## config.mk

```make
export PLATFORM = sky130hd
export DESIGN_NAME = spiral_matrix_reorder_unit
export DESIGN_NICKNAME = d
export VERILOG_FILES = /design/src/rtl/core/spmr_pkg.sv /design/src/rtl/core/spiral_matrix_reorder_unit.sv
export SDC_FILE = /design/constraint.sdc
export NUM_CORES = 2
export LEC_CHECK = 0
export ABC_AREA = 1
export BUFFER_PORTS_ARGS = -buffer_cell sky130_fd_sc_hd__buf_2
export CAP_MARGIN = 20
export CORE_UTILIZATION = 55
export DETAILED_ROUTE_END_ITERATION = 12
export PLACE_DENSITY = 0.7
export REMOVE_ABC_BUFFERS = 1
export SKIP_CTS_REPAIR_TIMING = 1
export SYNTH_ARGS = -nofsm -noshare
export SYNTH_HDL_FRONTEND = slang
export SYNTH_SLANG_ARGS = --single-unit
```

## constraint.sdc

```tcl
create_clock -name clk -period 4.66 [get_ports clk]
set_input_delay 0.699 -clock clk [delete_from_list [all_inputs] [get_ports clk]]
set_output_delay 0.699 -clock clk [all_outputs]
set_load 0.1 [all_outputs]
```

## src/rtl/core/spmr_pkg.sv

```systemverilog
package spmr_pkg;

    localparam int MAX_ROWS    = 8;
    localparam int MAX_COLS    = 8;
    localparam int STORE_DEPTH = MAX_ROWS * MAX_COLS;
    localparam int ADDR_W      = $clog2(STORE_DEPTH);
    localparam int CNT_W       = $clog2(STORE_DEPTH + 1);
    localparam int POS_W       = $clog2(MAX_ROWS > MAX_COLS ? MAX_ROWS : MAX_COLS);
    localparam int DIM_W       = 4;
    localparam int DATA_W      = 32;

    localparam logic REG_ROW_COUNT    = 1'b0;
    localparam logic REG_COLUMN_COUNT = 1'b1;

    localparam logic [1:0] DIR_RIGHT = 2'd0;
    localparam logic [1:0] DIR_DOWN  = 2'd1;
    localparam logic [1:0] DIR_LEFT  = 2'd2;
    localparam logic [1:0] DIR_UP    = 2'd3;

    localparam logic [DIM_W-1:0] DIM_RESET = DIM_W'(4);

    typedef logic [DATA_W-1:0] data_t;

    // zero reads as one, oversize saturates
    function automatic logic [DIM_W-1:0] clamp_dim(input logic [DIM_W-1:0] v,
                                                   input logic [DIM_W-1:0] maxv);
        logic [DIM_W-1:0] r;
        begin
            if (v == '0)
            begin
                r = DIM_W'(1);
            end
            else if (v > maxv)
            begin
                r = maxv;
            end
            else
            begin
                r = v;
            end
            return r;
        end
    endfunction

endpackage

```

## src/rtl/core/spiral_matrix_reorder_unit.sv

```systemverilog
// Loading: one element per cycle; s_tready stays high until the completing element.
// Emission: after the completing transfer each result passes the store read register
//   and the output register; one result per cycle while m_tready holds, from the single read port of the element store.
// Loading and emission of a run do not overlap: s_tready stays low while results are issued.
// Reset (rst_n, async, active low): control cleared, sizes 4x4; store contents stay
//   undefined until written, no clearing pass.
module spiral_matrix_reorder_unit
(
    input  logic                        clk,
    input  logic                        rst_n,
    input  logic                        s_tvalid,
    output logic                        s_tready,
    input  logic [spmr_pkg::DATA_W-1:0] s_tdata,   // [31:0] element_value
    output logic                        m_tvalid,
    input  logic                        m_tready,
    output logic [spmr_pkg::DATA_W-1:0] m_tdata,   // [31:0] out_value
    output logic                        m_tlast,
    input  logic                        cfg_we,
    input  logic                        cfg_index,
    input  logic [spmr_pkg::DIM_W-1:0]  cfg_data
);

    localparam logic ST_LOAD = 1'b0;
    localparam logic ST_EMIT = 1'b1;

    localparam int PW = spmr_pkg::POS_W;
    localparam int DW = spmr_pkg::DIM_W;
    localparam int CW = spmr_pkg::CNT_W;
    localparam int AW = spmr_pkg::ADDR_W;

    spmr_pkg::data_t mem [spmr_pkg::STORE_DEPTH];

    logic          state_reg, state_next;
    logic [DW-1:0] row_count_reg, row_count_next;
    logic [DW-1:0] column_count_reg, column_count_next;
    logic [CW-1:0] load_cnt_reg, load_cnt_next;
    logic [CW-1:0] emit_cnt_reg, emit_cnt_next;
    logic [PW-1:0] row_reg, row_next;
    logic [PW-1:0] col_reg, col_next;
    logic [PW-1:0] top_reg, top_next;
    logic [PW-1:0] bottom_reg, bottom_next;
    logic [PW-1:0] left_reg, left_next;
    logic [PW-1:0] right_reg, right_next;
    logic [1:0]    dir_reg, dir_next;
    logic          rd_pend_reg, rd_pend_next;
    logic          rd_last_reg, rd_last_next;
    logic          out_valid_reg, out_valid_next;
    logic          out_last_reg, out_last_next;
    logic          skid_valid_reg, skid_valid_next;
    logic          skid_last_reg, skid_last_next;

    spmr_pkg::data_t rd_data_reg;
    spmr_pkg::data_t out_data_reg, out_data_next;
    spmr_pkg::data_t skid_data_reg, skid_data_next;

    logic [DW-1:0]   rows;
    logic [DW-1:0]   cols;
    logic [CW-1:0]   total;
    logic [CW-1:0]   load_inc;
    logic [2*DW-1:0] addr_full;
    logic [AW-1:0]   rd_addr;
    logic [1:0]      occ;
    logic            in_xfer;
    logic            pop;
    logic            issue;
    logic            is_last;

    assign rows  = spmr_pkg::clamp_dim(row_count_reg, DW'(spmr_pkg::MAX_ROWS));
    assign cols  = spmr_pkg::clamp_dim(column_count_reg, DW'(spmr_pkg::MAX_COLS));
    assign total = CW'(rows) * CW'(cols);

    assign s_tready = (state_reg == ST_LOAD);
    assign in_xfer  = s_tvalid && s_tready;
    assign load_inc = load_cnt_reg + CW'(1);

    assign m_tvalid = out_valid_reg;
    assign m_tdata  = out_data_reg;
    assign m_tlast  = out_last_reg;
    assign pop      = out_valid_reg && m_tready;

    assign occ   = {1'b0, out_valid_reg} + {1'b0, skid_valid_reg} + {1'b0, rd_pend_reg};
    assign issue = (state_reg == ST_EMIT) && ((occ < 2'd2) || pop);

    assign addr_full = (2*DW)'(row_reg) * (2*DW)'(cols) + (2*DW)'(col_reg);
    assign rd_addr   = addr_full[AW-1:0];
    assign is_last   = (emit_cnt_reg == total - CW'(1));

    always_ff @(posedge clk)
    begin
        if (in_xfer)
        begin
            mem[load_cnt_reg[AW-1:0]] <= s_tdata;
        end
        if (issue)
        begin
            rd_data_reg <= mem[rd_addr];
        end
    end

    always_comb
    begin
        state_next        = state_reg;
        row_count_next    = row_count_reg;
        column_count_next = column_count_reg;
        load_cnt_next     = load_cnt_reg;
        emit_cnt_next     = emit_cnt_reg;
        row_next          = row_reg;
        col_next          = col_reg;
        top_next          = top_reg;
        bottom_next       = bottom_reg;
        left_next         = left_reg;
        right_next        = right_reg;
        dir_next          = dir_reg;
        rd_pend_next      = issue;
        rd_last_next      = issue && is_last;

        if (cfg_we)
        begin
            if (cfg_index == spmr_pkg::REG_ROW_COUNT)
            begin
                row_count_next = cfg_data;
            end
            else
            begin
                column_count_next = cfg_data;
            end
        end

        if (in_xfer)
        begin
            if (load_inc >= total)
            begin
                load_cnt_next = '0;
                emit_cnt_next = '0;
                row_next      = '0;
                col_next      = '0;
                top_next      = '0;
                bottom_next   = PW'(rows - DW'(1));
                left_next     = '0;
                right_next    = PW'(cols - DW'(1));
                dir_next      = spmr_pkg::DIR_RIGHT;
                state_next    = ST_EMIT;
            end
            else
            begin
                load_cnt_next = load_inc;
            end
        end

        if (issue)
        begin
            emit_cnt_next = emit_cnt_reg + CW'(1);
            if (is_last)
            begin
                state_next = ST_LOAD;
            end
            case (dir_reg)
                spmr_pkg::DIR_RIGHT:
                begin
                    if (col_reg == right_reg)
                    begin
                        top_next = top_reg + PW'(1);
                        row_next = row_reg + PW'(1);
                        dir_next = spmr_pkg::DIR_DOWN;
                    end
                    else
                    begin
                        col_next = col_reg + PW'(1);
                    end
                end
                spmr_pkg::DIR_DOWN:
                begin
                    if (row_reg == bottom_reg)
                    begin
                        right_next = right_reg - PW'(1);
                        col_next   = col_reg - PW'(1);
                        dir_next   = spmr_pkg::DIR_LEFT;
                    end
                    else
                    begin
                        row_next = row_reg + PW'(1);
                    end
                end
                spmr_pkg::DIR_LEFT:
                begin
                    if (col_reg == left_reg)
                    begin
                        bottom_next = bottom_reg - PW'(1);
                        row_next    = row_reg - PW'(1);
                        dir_next    = spmr_pkg::DIR_UP;
                    end
                    else
                    begin
                        col_next = col_reg - PW'(1);
                    end
                end
                default:
                begin
                    if (row_reg == top_reg)
                    begin
                        left_next = left_reg + PW'(1);
                        col_next  = col_reg + PW'(1);
                        dir_next  = spmr_pkg::DIR_RIGHT;
                    end
                    else
                    begin
                        row_next = row_reg - PW'(1);
                    end
                end
            endcase
        end
    end

    // output register with one skid entry; read data lands in whichever is free
    always_comb
    begin
        out_valid_next  = out_valid_reg;
        out_last_next   = out_last_reg;
        out_data_next   = out_data_reg;
        skid_valid_next = skid_valid_reg;
        skid_last_next  = skid_last_reg;
        skid_data_next  = skid_data_reg;

        if (!out_valid_reg || pop)
        begin
            if (skid_valid_reg)
            begin
                out_valid_next  = 1'b1;
                out_last_next   = skid_last_reg;
                out_data_next   = skid_data_reg;
                skid_valid_next = rd_pend_reg;
                skid_last_next  = rd_last_reg;
                skid_data_next  = rd_data_reg;
            end
            else
            begin
                out_valid_next = rd_pend_reg;
                out_last_next  = rd_last_reg;
                out_data_next  = rd_data_reg;
            end
        end
        else if (rd_pend_reg)
        begin
            skid_valid_next = 1'b1;
            skid_last_next  = rd_last_reg;
            skid_data_next  = rd_data_reg;
        end
    end

    always_ff @(posedge clk or negedge rst_n)
    begin
        if (!rst_n)
        begin
            state_reg        <= ST_LOAD;
            row_count_reg    <= spmr_pkg::DIM_RESET;
            column_count_reg <= spmr_pkg::DIM_RESET;
            load_cnt_reg     <= '0;
            emit_cnt_reg     <= '0;
            row_reg          <= '0;
            col_reg          <= '0;
            top_reg          <= '0;
            bottom_reg       <= '0;
            left_reg         <= '0;
            right_reg        <= '0;
            dir_reg          <= spmr_pkg::DIR_RIGHT;
            rd_pend_reg      <= 1'b0;
            rd_last_reg      <= 1'b0;
            out_valid_reg    <= 1'b0;
            out_last_reg     <= 1'b0;
            skid_valid_reg   <= 1'b0;
            skid_last_reg    <= 1'b0;
        end
        else
        begin
            state_reg        <= state_next;
            row_count_reg    <= row_count_next;
            column_count_reg <= column_count_next;
            load_cnt_reg     <= load_cnt_next;
            emit_cnt_reg     <= emit_cnt_next;
            row_reg          <= row_next;
            col_reg          <= col_next;
            top_reg          <= top_next;
            bottom_reg       <= bottom_next;
            left_reg         <= left_next;
            right_reg        <= right_next;
            dir_reg          <= dir_next;
            rd_pend_reg      <= rd_pend_next;
            rd_last_reg      <= rd_last_next;
            out_valid_reg    <= out_valid_next;
            out_last_reg     <= out_last_next;
            skid_valid_reg   <= skid_valid_next;
            skid_last_reg    <= skid_last_next;
        end
    end

    always_ff @(posedge clk)
    begin
        out_data_reg  <= out_data_next;
        skid_data_reg <= skid_data_next;
    end

endmodule

```

Word level (Yosys, flattened, before mapping)
Memories as Yosys holds them, arrays and structs flattened. A register that Yosys moved wholly into a read port is not among the register bits.
Cells that the tools add are included.
{"block": "totals", "mem_bits_rw": 2048, "regBits": 113, "wordCells": 141, "rom_bits": 0, "output_inout_bits": 35, "memories": 1, "latch_bits": 0}
{"block": "op_classes", "add_sub_neg": 16, "n_mul": 2, "mux": 70, "n_eq_ne": 8, "bitwise_logic": 2, "magnitude_cmp": 4, "shifts": 0, "div": 0, "reduce_logical": 18}
{"memory": "mem", "words": 64, "width": 32, "read_ports": 1, "rd_clocked_by_memory_dff": 1, "wr": 1, "line": "spiral_matrix_reorder_unit.sv:31", "text": "spmr_pkg::data_t mem [spmr_pkg::STORE_DEPTH];"}
{"op": "$mux 32", "n": 4}
{"op": "$mux 3", "n": 34}
{"op": "$mux 7", "n": 4}
{"op": "$pmux 3 s3", "n": 2}
{"op": "$sub 3x1->3 const B", "n": 6}
{"op": "$mux 4", "n": 4}
{"op": "$add 7x1->7 const B", "n": 2}
{"op": "$mux 1", "n": 14}
{"op": "$mux 2", "n": 7}
{"op": "$add 3x1->3 const B", "n": 4}
{"op": "$eq 3x3->1", "n": 4}
{"op": "$gt 4x4->1 const B", "n": 2}
{"op": "$logic_not 4->1", "n": 2}
{"op": "$reduce_and 2->1", "n": 4}
{"op": "$eq 7x7->1", "n": 1}
{"op": "$ge 7x7->1", "n": 1}
{"op": "$mul 4x4->7", "n": 1}
{"op": "$sub 7x1->7 const B", "n": 1}
{"op": "$add 6x3->6", "n": 1}
{"op": "$mul 3x4->6", "n": 1}
{"op": "$pmux 2 s3", "n": 1}
{"op": "$reduce_bool 2->1", "n": 3}
{"op": "$logic_and 1x1->1", "n": 4}
{"op": "$reduce_or 3->1", "n": 1}
{"op": "other kinds (10)", "n": 12}

Longest topological paths before layout
{"block": "logic_depth", "word_depth": 10, "depth_mapped": 25}

Least setup slack after synthesis
Ideal clock, no wire load.
{"block": "synth_path", "path_kind": "flip-flop to flip-flop", "start": "register state_reg", "end": "memory mem[38][0] (netlist name) (enable)", "n_path_buf": 0, "slack_ps": 324, "setup_ps": 461, "arrival_time_ps": 3874, "stages_incl_launch_ff": 6, "cell_sequence": "dfrtp_1 inv_1 nand2_1 nor3_1 nand2_1 nor3_1"}
{"block": "synth_between", "elab_chain_cells": 4}
{"item": "start, declared", "line": "spiral_matrix_reorder_unit.sv:33", "text": "logic state_reg, state_next;"}
{"item": "start signal, assigned", "line": "spiral_matrix_reorder_unit.sv:275", "text": "state_reg <= state_next;"}
{"item": "$not 1->1", "line": "spiral_matrix_reorder_unit.sv:72", "text": "assign s_tready = (state_reg == ST_LOAD);"}
{"item": "via s_tready", "line": "spiral_matrix_reorder_unit.sv:12", "text": "output logic s_tready,"}
{"item": "$logic_and 1x1->1", "line": "spiral_matrix_reorder_unit.sv:73", "text": "assign in_xfer = s_tvalid && s_tready;"}
{"item": "$mux 1", "line": "spiral_matrix_reorder_unit.sv:90", "text": "if (in_xfer)"}
{"item": "$mux 1 (not written as such)", "line": "spiral_matrix_reorder_unit.sv:92", "text": "mem[load_cnt_reg[AW-1:0]] <= s_tdata;"}
{"item": "end, declared", "line": "spiral_matrix_reorder_unit.sv:31"}
The timed path passes the listed nets, and every way through them passes these cells.

Final worst setup path
{"block": "layout_path", "start": "register column_count_reg[2]", "end": "register rd_data_reg[28], read port of mem, data pin"}
{"block": "layout_between", "elab_chain_cells": 5}
{"item": "start, declared", "line": "spiral_matrix_reorder_unit.sv:35", "text": "logic [DW-1:0] column_count_reg, column_count_next;"}
{"item": "start signal, assigned", "line": "spiral_matrix_reorder_unit.sv:256", "text": "column_count_reg <= spmr_pkg::DIM_RESET;"}
{"item": "start signal, assigned", "line": "spiral_matrix_reorder_unit.sv:277", "text": "column_count_reg <= column_count_next;"}
{"item": "$gt 4x4->1", "line": "spmr_pkg.sv:33", "text": "else if (v > maxv)"}
{"item": "$mux 4", "line": "spmr_pkg.sv:33"}
{"item": "$mux 4 *", "line": "spmr_pkg.sv:29", "text": "if (v == '0)"}
{"item": "$mul 3x4->6 *", "line": "spiral_matrix_reorder_unit.sv:84", "text": "assign addr_full = (2*DW)'(row_reg) * (2*DW)'(cols) + (2*DW)'(col_reg);"}
{"item": "$add 6x3->6 *", "line": "spiral_matrix_reorder_unit.sv:84"}
{"item": "end, declared", "line": "spiral_matrix_reorder_unit.sv:52", "text": "spmr_pkg::data_t rd_data_reg;"}
Every way passes the cells marked *; elsewhere a longest branch is shown, timed or not.
A chain may end at the register's enable or synchronous reset.

==> impl_metrics.yaml <==
die:
  ios: 77
  coreArea_um2: 158400
  die_x_um: 401.5
  std_cell_rows: 146
  start_util_pct: 55.42
  die_h_um: 401.5
  die-area_um2: 161200
critical_path:
  crit_family: "adder cells"
  cp_slowest_cell: "fa_4"
  cpPeakStageDelay_ps: 890
  arrival_ps: 5170
  crit_path_end_kind: "flip-flop"
  cp_max_fo: 23
  crit_top_cell: "nand3_1"
  worst_setup_path_start_kind: "flip-flop"
  crit_type: "flip-flop to flip-flop"
  path_cells: "nand2_1 -> nor2_1 -> fa_1 -> inv_1 -> fa_1 -> fa_4 -> inv_8 -> buf_12 -> buf_12 -> nand2_1 -> nand3_1 -> nand3_1 -> nand3_1 -> and2_1"
  crit_buf_inv: 4
  required_ps: 5300
routing:
  vias: 58190
  post-route-drc-count: 0
  drtPass1Iterations: 6
  routed_wl_mm: 244.4
  ant_nets: 0
  viasPerCell: 6.271
  drt_first_iter_violations: 8434
  wl_per_cell_um: 26.34
global_routing:
  grt_pass1_wl_mm: 358.6
  grt_pass1_vias: 55127
  grt_max_degree: 157
  grt_overflow_total: 0
  grt_antenna_before_repair: 6
  grt.total_usage_pct: 30.06
final_layout:
  largest_reg_flops: 2048
  final_common_cell: "edfxtp_1"
  antenna_cells: 0
  drive_above_1_share_pct: 9.796
  final_cell_mix: "edfxtp_1 (2144), nor2_1 (1113), o21ai_0 (1050)"
  nFillCells: 11553
  nets: 7121
  final_area_um2: 98800
  syn2layout_area_growth_pct: 12.55
yosys:
  ys_ff_latch: 2193
  synth_area_leader_cell: "edfxtp_1"
  synthArstFlopShare_pct: 2.234
  synth_top_area_share_pct: 73.35
  synth.avg_cell_area_um2: 12.65
  synth_area_leaders: "edfxtp_1 (73%), o21ai_0 (6.0%), nor2_1 (5.0%)"
  synth_cell_type_count: 38
  ys.flop_type: "edfxtp_1"
  synthCells: 6938
  seq_area_frac_synth_pct: 74.74
  synth_enable_flop_cells: 2144
  syn-cell-area_um2: 87780
  synth_warnings: 0
timing:
  relSlewSlack_pct: 22.63
  min_period_ps: 4533
  tightest_slew_ps: 1161
  max_freq_mhz: 220.6
  fin_crit_sh_pct: 97.28
  hold_ws_ps: 133.2
  clock_skew_ps: 53.52
  rsz0062_at_grt: "no"
  setup_viol: 0
  hold_violations: 0
  drv_slew: 0
outcome:
  status: "finished, final reports clean"
cts:
  cts_num_sinks: 2193
  cts_root_buffer: "clkbuf_16"
  htreeDepth: 4
  clk_pin_slew_ps: 60
  tritoncts: "done"
  insertion_delay_ps: 880
  numCtsBuffers: 210
  clockBufferDepth: 3
placement:
  dpl_cell_area_um2: 91930
  dp_hpwl_mm: 135.6
  gp_congestion: 0.8859
  io_buffers: 76
min_path:
  hold_path_class: "input pin to flip-flop"
flow_run:
  cap_violations: 0
## area by class of cell
type,count,area (um^2),share of cell area (%)
Inverter,98,404.1,0.4091
Timing Repair Buffer,343,3188,3.227
Sequential cell,2193,65610,66.41
Tap cell,2072,2592,2.624
Clock buffer,273,5512,5.579
Multi-Input combinational cell,4185,20270,20.51
Clock inverter,115,1224,1.239
## worst reg2reg max path: cells and delay by family (launching register included)
kind | cells | cell delay, ps
buf+inv | 4 | 630
simple gates | 7 | 1390
fa+ha+maj | 3 | 1750
flops | 1 | 550
## synth_stat cells (2+ instances only)
master    number
a21oi_1       17
and2_1        15
buf_1         16
buf_2        137
buf_4         21
buf_6         12
clkbuf_1     274
dfrtp_1       47
dfstp_2        2
edfxtp_1    2144
fa_1           8
ha_1          40
inv_1         93
inv_2          4
nand2_1      855
nand3_1      410
nand4_1        2
nor2_1      1173
nor3_1         7
o211ai_1      18
o21ai_0     1050
o21ai_1       31
o22ai_1      512
xnor2_1       20
xor2_1        17
## routing by layer
layer | track usage [%] | vias to the layer above | wire (um)
li1 | - | 25519 | -
met1 | 42.16 | 28687 | 93930
met2 | 46.17 | 3443 | 112000
met3 | 5.238 | 539 | 26770
met4 | 13.99 | 2 | 11610
met5 | 0 | - | 10
## path summary, 6_finish.rpt
check / cells past startpoint / from / slack [ps] / end
max in group asynchronous: 3 / rst_n / 3690 / left_reg[1]
setup reg to reg: 14 / column_count_reg[2] / 130 / rd_data_reg[28]
hold reg to reg: 0 / rd_data_reg[20] / 430 / skid_data_reg[20]
hold / removal: 3 / s_tvalid / 130 / state_reg
min in group asynchronous: 3 / rst_n / 480 / m_tlast
setup / recovery: 14 / column_count_reg[2] / 130 / rd_data_reg[28]
## metrics by stage
stage	setup slack (ps)	utilization [%]	setup TNS (ps)	std cells
floorplan	-31960	-	-1019550	6476
finish	126.8	62.38	0	9279
detailed placement	260.4	58.04	0	8884
global placement	246.2	58.04	0	8884
global route	9.520	62.38	0	9279
CTS	158.2	62.30	0	9272
## cells by family (layout without fill, tap and decap cells)
kind of cell | count (synthesis) | count (layout) | synth area share [%]
AOI/OAI and AO/OA | 1635 | 1635 | 10.12
xor gates and xnor gates | 38 | 38 | 0.3877
adders and majority gates | 48 | 48 | 0.7526
buffers and inverters | 560 | 829 | 2.799
DFF | 2193 | 2193 | 74.74
muxes | 1 | 1 | 0.01283
and+or+nand+nor | 2463 | 2463 | 11.18
Power is left out: the tool's default activity adds up to more than one toggle a clock period on the data nets, which glitch-free logic cannot reach.
